===== config.mk =====
export PLATFORM = sky130hd
export DESIGN_NAME = sorted_priority_queue
export DESIGN_NICKNAME = d
export VERILOG_FILES = /design/src/hdl/spq_pkg.sv /design/src/hdl/spq_ram.sv /design/src/hdl/spq_seq.sv /design/src/hdl/sorted_priority_queue.sv
export SDC_FILE = /design/constraint.sdc
export NUM_CORES = 1
export LEC_CHECK = 0
export ABC_AREA = 1
export BUFFER_PORTS_ARGS = -buffer_cell sky130_fd_sc_hd__buf_2
export CELL_PAD_IN_SITES_DETAIL_PLACEMENT = 0
export CELL_PAD_IN_SITES_GLOBAL_PLACEMENT = 1
export CORE_ASPECT_RATIO = 1.1
export CORE_MARGIN = 1
export CORE_UTILIZATION = 45
export CTS_CLUSTER_SIZE = 8
export DETAILED_ROUTE_END_ITERATION = 7
export GPL_TIMING_DRIVEN = 1
export PLACE_DENSITY_LB_ADDON = 0.2
export SYNTH_ARGS = -nofsm -noshare
export SYNTH_HDL_FRONTEND = slang
export SYNTH_SLANG_ARGS = --single-unit

===== constraint.sdc =====
create_clock -name clk -period 10.3 [get_ports clk]
set_input_delay 1.545 -clock clk [delete_from_list [all_inputs] [get_ports clk]]
set_output_delay 1.545 -clock clk [all_outputs]
set_load 0.02 [all_outputs]

===== src/hdl/spq_pkg.sv =====
// Shared types and constants for the sorted priority queue.
// No dependencies; imported by spq_seq, the top level and the testbench.
`default_nettype none
package spq_pkg;

  // Default queue depth (number of entries).
  localparam int SPQ_DEPTH_DEF = 16;

  // Fixed field widths of the channel words.
  localparam int DATA_W  = 32;
  localparam int COUNT_W = 5;
  localparam int ENTRY_W = 2 * DATA_W;

  typedef enum logic {
    CMD_INSERT = 1'b0,
    CMD_REMOVE = 1'b1
  } cmd_t;

  typedef enum logic [1:0] {
    ST_OK    = 2'd0,
    ST_FULL  = 2'd1,
    ST_EMPTY = 2'd2
  } status_t;

  // Input word
  typedef struct packed {
    cmd_t                     command;
    logic signed [DATA_W-1:0] item_data;
    logic signed [DATA_W-1:0] item_priority;
  } in_word_t;

  // Result word
  typedef struct packed {
    logic signed [DATA_W-1:0] head_data;
    logic signed [DATA_W-1:0] head_priority;
    logic                     is_empty;
    logic                     is_full;
    logic [COUNT_W-1:0]       entry_count;
    status_t                  status;
  } out_word_t;

  // One stored entry, as held in the slot RAM
  typedef struct packed {
    logic signed [DATA_W-1:0] prio;
    logic signed [DATA_W-1:0] data;
  } entry_t;

  // Signed ordering of priorities: a served before b
  function automatic logic prio_less(input logic signed [DATA_W-1:0] a,
                                     input logic signed [DATA_W-1:0] b);
    return a < b;
  endfunction

endpackage : spq_pkg
`default_nettype wire


===== src/hdl/spq_ram.sv =====
// Generic simple dual-port RAM: one write port, one registered read port.
// No dependencies.
`default_nettype none
module spq_ram #(
  parameter int WIDTH = 64,
  parameter int DEPTH = 16
) (
  input  wire logic                                 clk,
  input  wire logic                                 wr_en,
  input  wire logic [(DEPTH > 1 ? $clog2(DEPTH) : 1)-1:0] wr_addr,
  input  wire logic [WIDTH-1:0]                     wr_data,
  input  wire logic                                 rd_en,
  input  wire logic [(DEPTH > 1 ? $clog2(DEPTH) : 1)-1:0] rd_addr,
  output      logic [WIDTH-1:0]                     rd_data
);

  logic [WIDTH-1:0] mem [DEPTH];

  // write port
  always_ff @(posedge clk) begin
    if (wr_en) begin
      mem[wr_addr] <= wr_data;
    end
  end

  // registered read, holds between reads
  always_ff @(posedge clk) begin
    if (rd_en) begin
      rd_data <= mem[rd_addr];
    end
  end

endmodule : spq_ram
`default_nettype wire


===== src/hdl/spq_seq.sv =====
// Sequencer and datapath of the sorted priority queue: insertion walk,
// head pointer, fill count and result assembly. Uses spq_pkg; drives spq_ram.
`default_nettype none
module spq_seq import spq_pkg::*; #(
  parameter int DEPTH = SPQ_DEPTH_DEF
) (
  input  wire logic                                  clk,
  input  wire logic                                  rst_n,
  // input word
  input  wire logic                                  in_valid,
  output      logic                                  in_ready,
  input  wire in_word_t                              in_word,
  // result towards the output register
  output      logic                                  res_valid,
  input  wire logic                                  res_ready,
  output      out_word_t                             res_word,
  // slot RAM
  output      logic                                  ram_wr_en,
  output      logic [(DEPTH > 1 ? $clog2(DEPTH) : 1)-1:0] ram_wr_addr,
  output      logic [ENTRY_W-1:0]                    ram_wr_data,
  output      logic                                  ram_rd_en,
  output      logic [(DEPTH > 1 ? $clog2(DEPTH) : 1)-1:0] ram_rd_addr,
  input  wire logic [ENTRY_W-1:0]                    ram_rd_data
);

  localparam int IDX_W = (DEPTH > 1) ? $clog2(DEPTH) : 1;
  localparam int CNT_W = $clog2(DEPTH + 1);

  typedef enum logic [4:0] {
    S_IDLE    = 5'b00001,
    S_INS_RD  = 5'b00010,
    S_INS_CMP = 5'b00100,
    S_HEAD_RD = 5'b01000,
    S_DONE    = 5'b10000
  } state_t;

  state_t               state_r, state_nxt;
  logic [IDX_W-1:0]     head_r,  head_nxt;
  logic [CNT_W-1:0]     occ_r,   occ_nxt;
  logic [IDX_W-1:0]     pos_r,   pos_nxt;
  status_t              status_r, status_nxt;
  entry_t               new_r,   new_nxt;

  logic [IDX_W-1:0]     lidx;
  logic [IDX_W:0]       psum;
  logic [IDX_W-1:0]     paddr;
  entry_t               rd_ent;
  logic                 goes_here;
  logic                 is_empty;

  assign rd_ent = ram_rd_data;

  // logical slot -> physical RAM address (circular, head at logical 0)
  // at the head the walk writes logical 0 itself, not the slot above it
  always_comb begin
    if (state_r == S_INS_RD && pos_r != '0) begin
      lidx = pos_r - IDX_W'(1);
    end else if (state_r == S_HEAD_RD) begin
      lidx = '0;
    end else begin
      lidx = pos_r;
    end
    psum = {1'b0, head_r} + {1'b0, lidx};
    if (psum >= (IDX_W + 1)'(DEPTH)) begin
      paddr = IDX_W'(psum - (IDX_W + 1)'(DEPTH));
    end else begin
      paddr = psum[IDX_W-1:0];
    end
  end

  // compare: new entry lands above the slot just read
  assign goes_here = prio_less(rd_ent.prio, new_r.prio);

  // sequencer
  always_comb begin
    state_nxt   = state_r;
    head_nxt    = head_r;
    occ_nxt     = occ_r;
    pos_nxt     = pos_r;
    status_nxt  = status_r;
    new_nxt     = new_r;
    in_ready    = 1'b0;
    res_valid   = 1'b0;
    ram_wr_en   = 1'b0;
    ram_wr_data = new_r;
    ram_rd_en   = 1'b0;

    unique case (state_r)
      S_IDLE: begin
        in_ready = 1'b1;
        if (in_valid) begin
          new_nxt    = '{prio: in_word.item_priority, data: in_word.item_data};
          status_nxt = ST_OK;
          state_nxt  = S_HEAD_RD;
          if (in_word.command == CMD_INSERT) begin
            if (occ_r == CNT_W'(DEPTH)) begin
              status_nxt = ST_FULL;
            end else begin
              pos_nxt   = occ_r[IDX_W-1:0];
              state_nxt = S_INS_RD;
            end
          end else begin
            if (occ_r == '0) begin
              status_nxt = ST_EMPTY;
            end else begin
              head_nxt = (head_r == IDX_W'(DEPTH - 1)) ? '0 : head_r + IDX_W'(1);
              occ_nxt  = occ_r - CNT_W'(1);
            end
          end
        end
      end
      S_INS_RD: begin
        if (pos_r == '0) begin
          // reached the head: new entry becomes the head
          ram_wr_en = 1'b1;
          occ_nxt   = occ_r + CNT_W'(1);
          state_nxt = S_HEAD_RD;
        end else begin
          ram_rd_en = 1'b1;
          state_nxt = S_INS_CMP;
        end
      end
      S_INS_CMP: begin
        ram_wr_en = 1'b1;
        if (goes_here) begin
          occ_nxt   = occ_r + CNT_W'(1);
          state_nxt = S_HEAD_RD;
        end else begin
          // move the read entry one slot towards the tail
          ram_wr_data = rd_ent;
          pos_nxt     = pos_r - IDX_W'(1);
          state_nxt   = S_INS_RD;
        end
      end
      S_HEAD_RD: begin
        ram_rd_en = 1'b1;
        state_nxt = S_DONE;
      end
      S_DONE: begin
        res_valid = 1'b1;
        if (res_ready) begin
          state_nxt = S_IDLE;
        end
      end
      default: state_nxt = S_IDLE;
    endcase
  end

  assign ram_wr_addr = paddr;
  assign ram_rd_addr = paddr;

  // result word, head taken from the read just done
  assign is_empty = (occ_r == '0);
  always_comb begin
    res_word.head_data     = is_empty ? '0 : rd_ent.data;
    res_word.head_priority = is_empty ? '0 : rd_ent.prio;
    res_word.is_empty      = is_empty;
    res_word.is_full       = (occ_r == CNT_W'(DEPTH));
    res_word.entry_count   = COUNT_W'(occ_r);
    res_word.status        = status_r;
  end

  // control state
  always_ff @(posedge clk) begin
    if (!rst_n) begin
      state_r <= S_IDLE;
      head_r  <= '0;
      occ_r   <= '0;
    end else begin
      state_r <= state_nxt;
      head_r  <= head_nxt;
      occ_r   <= occ_nxt;
    end
  end

  // working registers
  always_ff @(posedge clk) begin
    pos_r    <= pos_nxt;
    status_r <= status_nxt;
    new_r    <= new_nxt;
  end

endmodule : spq_seq
`default_nettype wire


===== src/hdl/sorted_priority_queue.sv =====
// Top level of the sorted priority queue: sequencer, slot RAM, output register.
// Depends on spq_pkg, spq_ram and spq_seq.
//
//  channel  signals                          word type   direction
//  in       in_valid / in_ready / in_word     in_word_t   command in
//  out      out_valid / out_ready / out_word  out_word_t  result out
//
// Entries sit in one circular RAM in sorted order; a removal moves the
// head pointer and then reads the head; a dropped insert only reads the
// head. An insert walks from the tail towards the head, reading each entry
// it passes, then comparing and writing, and reads the head once placed.
// in_ready is high only while idle.
// Reset clears count and head pointer at once; no clearing pass is needed.
// A stalled result waits in the output register while the next word is taken.
`default_nettype none
module sorted_priority_queue import spq_pkg::*; #(
  parameter int DEPTH = SPQ_DEPTH_DEF
) (
  input  wire logic      clk,
  input  wire logic      rst_n,
  input  wire logic      in_valid,
  output      logic      in_ready,
  input  wire in_word_t  in_word,
  output      logic      out_valid,
  input  wire logic      out_ready,
  output      out_word_t out_word
);

  localparam int IDX_W = (DEPTH > 1) ? $clog2(DEPTH) : 1;

  logic               res_valid;
  logic               res_ready;
  out_word_t          res_word;
  logic               ram_wr_en;
  logic [IDX_W-1:0]   ram_wr_addr;
  logic [ENTRY_W-1:0] ram_wr_data;
  logic               ram_rd_en;
  logic [IDX_W-1:0]   ram_rd_addr;
  logic [ENTRY_W-1:0] ram_rd_data;

  logic               out_valid_r, out_valid_nxt;
  out_word_t          out_word_r;

  spq_seq #(.DEPTH(DEPTH)) u_seq (
    .clk         (clk),
    .rst_n       (rst_n),
    .in_valid    (in_valid),
    .in_ready    (in_ready),
    .in_word     (in_word),
    .res_valid   (res_valid),
    .res_ready   (res_ready),
    .res_word    (res_word),
    .ram_wr_en   (ram_wr_en),
    .ram_wr_addr (ram_wr_addr),
    .ram_wr_data (ram_wr_data),
    .ram_rd_en   (ram_rd_en),
    .ram_rd_addr (ram_rd_addr),
    .ram_rd_data (ram_rd_data)
  );

  spq_ram #(.WIDTH(ENTRY_W), .DEPTH(DEPTH)) u_slots (
    .clk     (clk),
    .wr_en   (ram_wr_en),
    .wr_addr (ram_wr_addr),
    .wr_data (ram_wr_data),
    .rd_en   (ram_rd_en),
    .rd_addr (ram_rd_addr),
    .rd_data (ram_rd_data)
  );

  // output register: load when empty or being drained
  assign res_ready = !out_valid_r || out_ready;

  always_comb begin
    out_valid_nxt = out_valid_r;
    if (out_valid_r && out_ready) begin
      out_valid_nxt = 1'b0;
    end
    if (res_valid && res_ready) begin
      out_valid_nxt = 1'b1;
    end
  end

  always_ff @(posedge clk) begin
    if (!rst_n) begin
      out_valid_r <= 1'b0;
    end else begin
      out_valid_r <= out_valid_nxt;
    end
  end

  always_ff @(posedge clk) begin
    if (res_valid && res_ready) begin
      out_word_r <= res_word;
    end
  end

  assign out_valid = out_valid_r;
  assign out_word  = out_word_r;

endmodule : sorted_priority_queue
`default_nettype wire


**Yosys cells after proc, flatten, opt, wreduce, memory -nomap -nowiden**

Memories as Yosys holds them, arrays and structs flattened. A register that Yosys moved wholly into a read port is not among the register bits.
Cells that the tools add are included.

- Flip-flop bits (word level): 158
- Output and inout port bits: 75
- Logic and storage cells: 93
- Memories: 1
- RAM bits: 1024

- Bitwise logic cells: 1
- Mux-type cells: 37
- $lt $le $gt $ge: 2
- Equal/unequal tests: 16
- Reduce and logical (&&, ||, !) cells: 16
- $add $sub $neg: 6

Memories:

| memory | words | bits a word | rd ports | clocked after Yosys merged registers in | wr ports | line | RTL |
|---|---|---|---|---|---|---|---|
| u_slots.mem | 16 | 64 | 1 | 1 | 1 | spq_ram.sv:17 | `logic [WIDTH-1:0] mem [DEPTH];` |

Operator list:

| operator | number |
|---|---|
| $mux 64 | 2 |
| $mux 4 | 11 |
| $mux 5 | 8 |
| $lt 32x32->1 | 1 |
| $pmux 5 s5 | 1 |
| $ne 2x2->1 const B | 8 |
| $pmux 5 s3 | 1 |
| $eq 5x5->1 const B | 2 |
| $mux 1 | 9 |
| $pmux 4 s2 | 1 |
| $sub 4x1->4 const B | 2 |
| $reduce_and 6->1 | 1 |
| $add 4x4->5 | 1 |
| $add 5x1->5 const B | 1 |
| $eq 5x1->1 const B | 1 |
| $eq 5x2->1 const B | 1 |
| $eq 5x3->1 const B | 1 |
| $eq 5x4->1 const B | 1 |
| $ge 5x5->1 const B | 1 |
| $logic_not 5->1 | 1 |
| $reduce_and 5->1 | 1 |
| $sub 5x1->5 const B | 1 |
| $add 4x1->4 const B | 1 |
| $eq 4x4->1 const B | 1 |
| 13 further kinds | 19 |

**Depth between registers and ports, before layout**

- Depth in word-level cells: 6
- Depth in mapped cells: 20

**Modules after synthesis**

From an unflattened synthesis, not the netlist that was laid out.

- Cell total of the unflattened synthesis: 4977
- Area, all modules: 53661.5 um2

By module, submodules not included:

| module | times used | area each (um2) | seq. area each (um2) | cells each |
|---|---|---|---|---|
| spq_ram | 1 | 45899.0 | 32671.3 | 4210 |
| spq_seq | 1 | 5519.0 | 2382.3 | 687 |
| sorted_priority_queue | 1 | 2243.4 | 2212.1 | 80 |

**Worst setup path before layout**

No wires, ideal clock.

- Kind: register to register
- Start point: register u_seq.pos_r[0]
- End point: memory u_slots.mem[3][0], enable pin
- Buffers on the path: 3
- Setup slack: 3.924 ns
- Stages on the path, launching flop included: 18
- Data arrival time: 5.889 ns
- Path through: edfxtp_1 inv_1 ha_1 nand2_1 inv_1 nor2_2 nor2_1 o21ai_0 inv_1 ha_1 inv_1 fa_1 nor2_1 clkbuf_1 clkbuf_1 clkbuf_1 nand2_1 nor2_1

- Longest elaborated chain between the ends: 6
- Elaborated cells on any way between the ends: 14

RTL lines:

| what | line | RTL |
|---|---|---|
| start, declared | spq_seq.sv:40 | `logic [IDX_W-1:0] pos_r, pos_nxt;` |
| start signal, assigned | spq_seq.sv:178 | `pos_r <= pos_nxt;` |
| branches (longest 6 deep; another with $add 4x4->5) | - |  |
| end, declared | spq_ram.sv:17 |  |

Parallel ways; which one is timed is not known.

**Worst setup path in the final report**

- Start point: register u_seq.pos_r[0]
- End point: memory u_slots.mem[14][59], enable pin

Same word-level chain as after synthesis.

==> impl_metrics.ini <==
[status]
status = complete, no violations

[hold_path]
hold-path-cell-count = 0
min_from = u_seq.status_r[0]
hold_path_end = out_word[0]
hp-class = reg2reg

[final_layout]
stdcell_count = 4797
layout-drive-gt1-share_pct = 13.0
nNetsFinal = 3487
synthToLayoutAreaGrowth_pct = 15.5
antenna_cells = 0

[timing]
fin_crit_ns = 6.07
period_share_pct = 59.0
tightest_slew_ns = 1.41
rsz0062_at_grt = false
max_clock_freq_mhz = 165
finClkSkew_ns = 0.0341
hold_viol = 0
setup_viol = 0
setup_tns_ns = 0
maxSlewHeadroom_pct = 5.22
slew_viol_final = 0

[synth]
yosys.area.top_type = edfxtp_1
synth.most_common_cell = edfxtp_1
syn_nets = 3262
synth_area_leaders = edfxtp_1 (78%), nand2_1 (5.0%), a22oi_1 (3.2%)
synth_top_flop_cell = edfxtp_1
synth_area_per_cell_um2 = 15.0
yosysWarnings = 0
netlist_top_cells_count = edfxtp_1 (1231), nand2_1 (628), nor2_1 (203)
synth_edf_count = 1231
syn_area_mm2 = 0.0472
yosysSeqAreaShare_pct = 79.0
async_flop_share_pct = 0
ys_ff_latch = 1246
synthCells = 3152
yosysTopAreaCellShare_pct = 78.4
synth_cell_types = 35

[floorplan]
start_util_pct = 45.4
core_area_mm2 = 0.104
placementRows = 124
die_w_um = 311
pin_count = 144
die_area_mm2 = 0.106
die_h_um = 342

[clocking]
htree_levels = 4
post_cts_buffers = 0
clk_pin_slew_ns = 0.05
cts_tree = built
cts_resized = 0
postCtsHoldBufs = 0
clock_sinks = 1246
cts_buffers = 174
clock_latency_ns = 0.77
clk_path_buf_depth = 3
root_buffer = clkbuf_16

[power_and_ir_drop]
power_uw = 15800
p_leak_uw = 0.0190
powerDensity_mw_per_mm2 = 290
irDropWorstVdd_uv = 399

[drt]
wl_per_cell_um = 25.1
avgViaCountPerCell = 5.68
ant_nets = 0
drt-pass1-iter-count = 5
vias = 27300
drt-initial-drc-count = 2588
drt-total-wl_mm = 121
drcViolationCount = 0

[place]
placed_cells = 4587
hpwl_mm = 66.2
finalWeightedCongestion = 0.778
numPortBuffers = 143

[critical_path]
path_buf_inv = 8
crit_top_cell = inv_1
cp_slowest_stage_delay_ns = 0.67
r2r_start = u_seq.pos_r[0]
cp_slowest_cell = buf_4
worstSetupPathType = reg2reg
required_ns = 10.69
r2r_slack_ns = 4.23
critPathTopFamily = buffers and inverters
startpoint_type = register
cp_cell_sequence = inv_1, ha_1, nand2_1, inv_1, nor2_2, nor2_1, o21ai_0, inv_1, ha_1, inv_1, fa_1, xor2_4, buf_4, inv_2, nand2_2, buf_4, nor2_4, buf_4
worstRegToRegCells = 18
crit_path_end_kind = register
arrival_ns = 6.46
cp_max_fo = 44
r2r-end = u_slots.mem[14][59]

[grt]
globalRouteTotalUtil_pct = 22.7
grt_overflow = 0
grt_pass1_wl_mm = 178
grt_max_degree = 157
antenna_found_initial = 2
grt_pass1_vias = 27700

[flow_run]
cap_viol_max_count = 0
## report_power, final
group	leakage (uW)	switching, uW	internal (uW)
clock	0.00231	2030	3030
sequential	0.0112	75.0	6080
combinational	0.00543	3250	1320
## placed cells by master (no fill, tap or decap), types with 3 or more instances in the layout
cell | Yosys | routed
o21ai_0 | 68 | 59
clkinv_16 | 0 | 4
clkinv_2 | 0 | 3
a22o_1 | 104 | 104
clkinv_8 | 0 | 3
a31oi_1 | 18 | 18
nand3_1 | 169 | 168
a22oi_1 | 201 | 201
nand4_1 | 4 | 4
inv_6 | 0 | 3
edfxtp_1 | 1231 | 1231
buf_4 | 2 | 67
inv_1 | 140 | 137
nor2_4 | 0 | 22
dfxtp_1 | 15 | 15
buf_2 | 25 | 143
o21ai_1 | 0 | 8
ha_1 | 39 | 39
clkbuf_1 | 129 | 18
nand2_1 | 628 | 628
clkbuf_16 | 0 | 176
inv_16 | 0 | 3
nor2_1 | 203 | 181
a221oi_1 | 104 | 104
xor2_1 | 8 | 7
a21oi_1 | 33 | 33
## per-stage QoR
stage          setup slack (ns)  util [%]  hold slack [ns]  area [um2]
2_1_floorplan              3.92         -            0.400       47200
3_3_place_gp               4.30      47.8            0.404       49700
3_5_place_dp               4.21      47.8            0.410       49700
4_1_cts                    4.18      52.4            0.421       54500
5_1_grt                    3.86      52.4            0.431       54500
6_report                   4.23      52.4            0.419       54500
## area by class of cell
| cell class | instances | area [um2] |
|---|---|---|
| multi-input combinational | 1600 | 8900 |
| clock inverter | 16 | 268 |
| tap | 1386 | 1730 |
| sequential | 1246 | 37300 |
| clock buffer | 194 | 4470 |
| inverter | 143 | 554 |
| fill | 8486 | 49500 |
| timing repair buffer | 212 | 1260 |
## flip-flops by register name, indices dropped and copies added (netlist names)
signal / count
u_seq.pos_r: 4
u_seq.state_r: 5
u_seq.new_r: 64
u_seq.status_r: 2
u_slots.rd_data: 64
u_slots.mem: 1024
out_valid: 1
out_word: 73
u_seq.occ_r: 5
u_seq.head_r: 4
## cells by family (layout without fill, tap and decap cells)
| logic type | after synthesis | in the layout | share of synthesized area [%] |
|---|---|---|---|
| buffers and inverters | 306 | 565 | 2.52 |
| adder cells (fa/ha/maj) | 41 | 41 | 1.12 |
| flip-flops | 1246 | 1246 | 79.0 |
| XOR/XNOR | 11 | 11 | 0.244 |
| AND/OR/NAND/NOR | 1015 | 1015 | 8.64 |
| AO/OA/AOI/OAI | 533 | 533 | 8.47 |
## routing by layer
metal	share of wire, %	up-vias	track usage (%)
li1	-	12200	-
met1	44	13900	31.1
met2	48	927	36.6
met3	6.3	174	4.43
met4	2.1	0	6.91
met5	0	-	0
## how the worst max path moves through the flow
| stage | from | cells past startpoint | slack (ns) | end |
|---|---|---|---|---|
| 2_1_floorplan | u_seq.pos_r[0] | 17 | 3.92 | u_slots.mem[3][0] |
| 3_3_place_gp | u_seq.pos_r[0] | 18 | 4.30 | u_slots.mem[14][57] |
| 3_5_place_dp | u_seq.pos_r[0] | 18 | 4.21 | u_slots.mem[14][60] |
| 4_1_cts | u_seq.pos_r[0] | 18 | 4.18 | u_slots.mem[14][10] |
| 5_1_grt | u_seq.pos_r[0] | 16 | 3.86 | u_slots.mem[0][59] |
| 6_report | u_seq.pos_r[0] | 18 | 4.23 | u_slots.mem[14][59] |
Power figures use the tool's default switching activity.
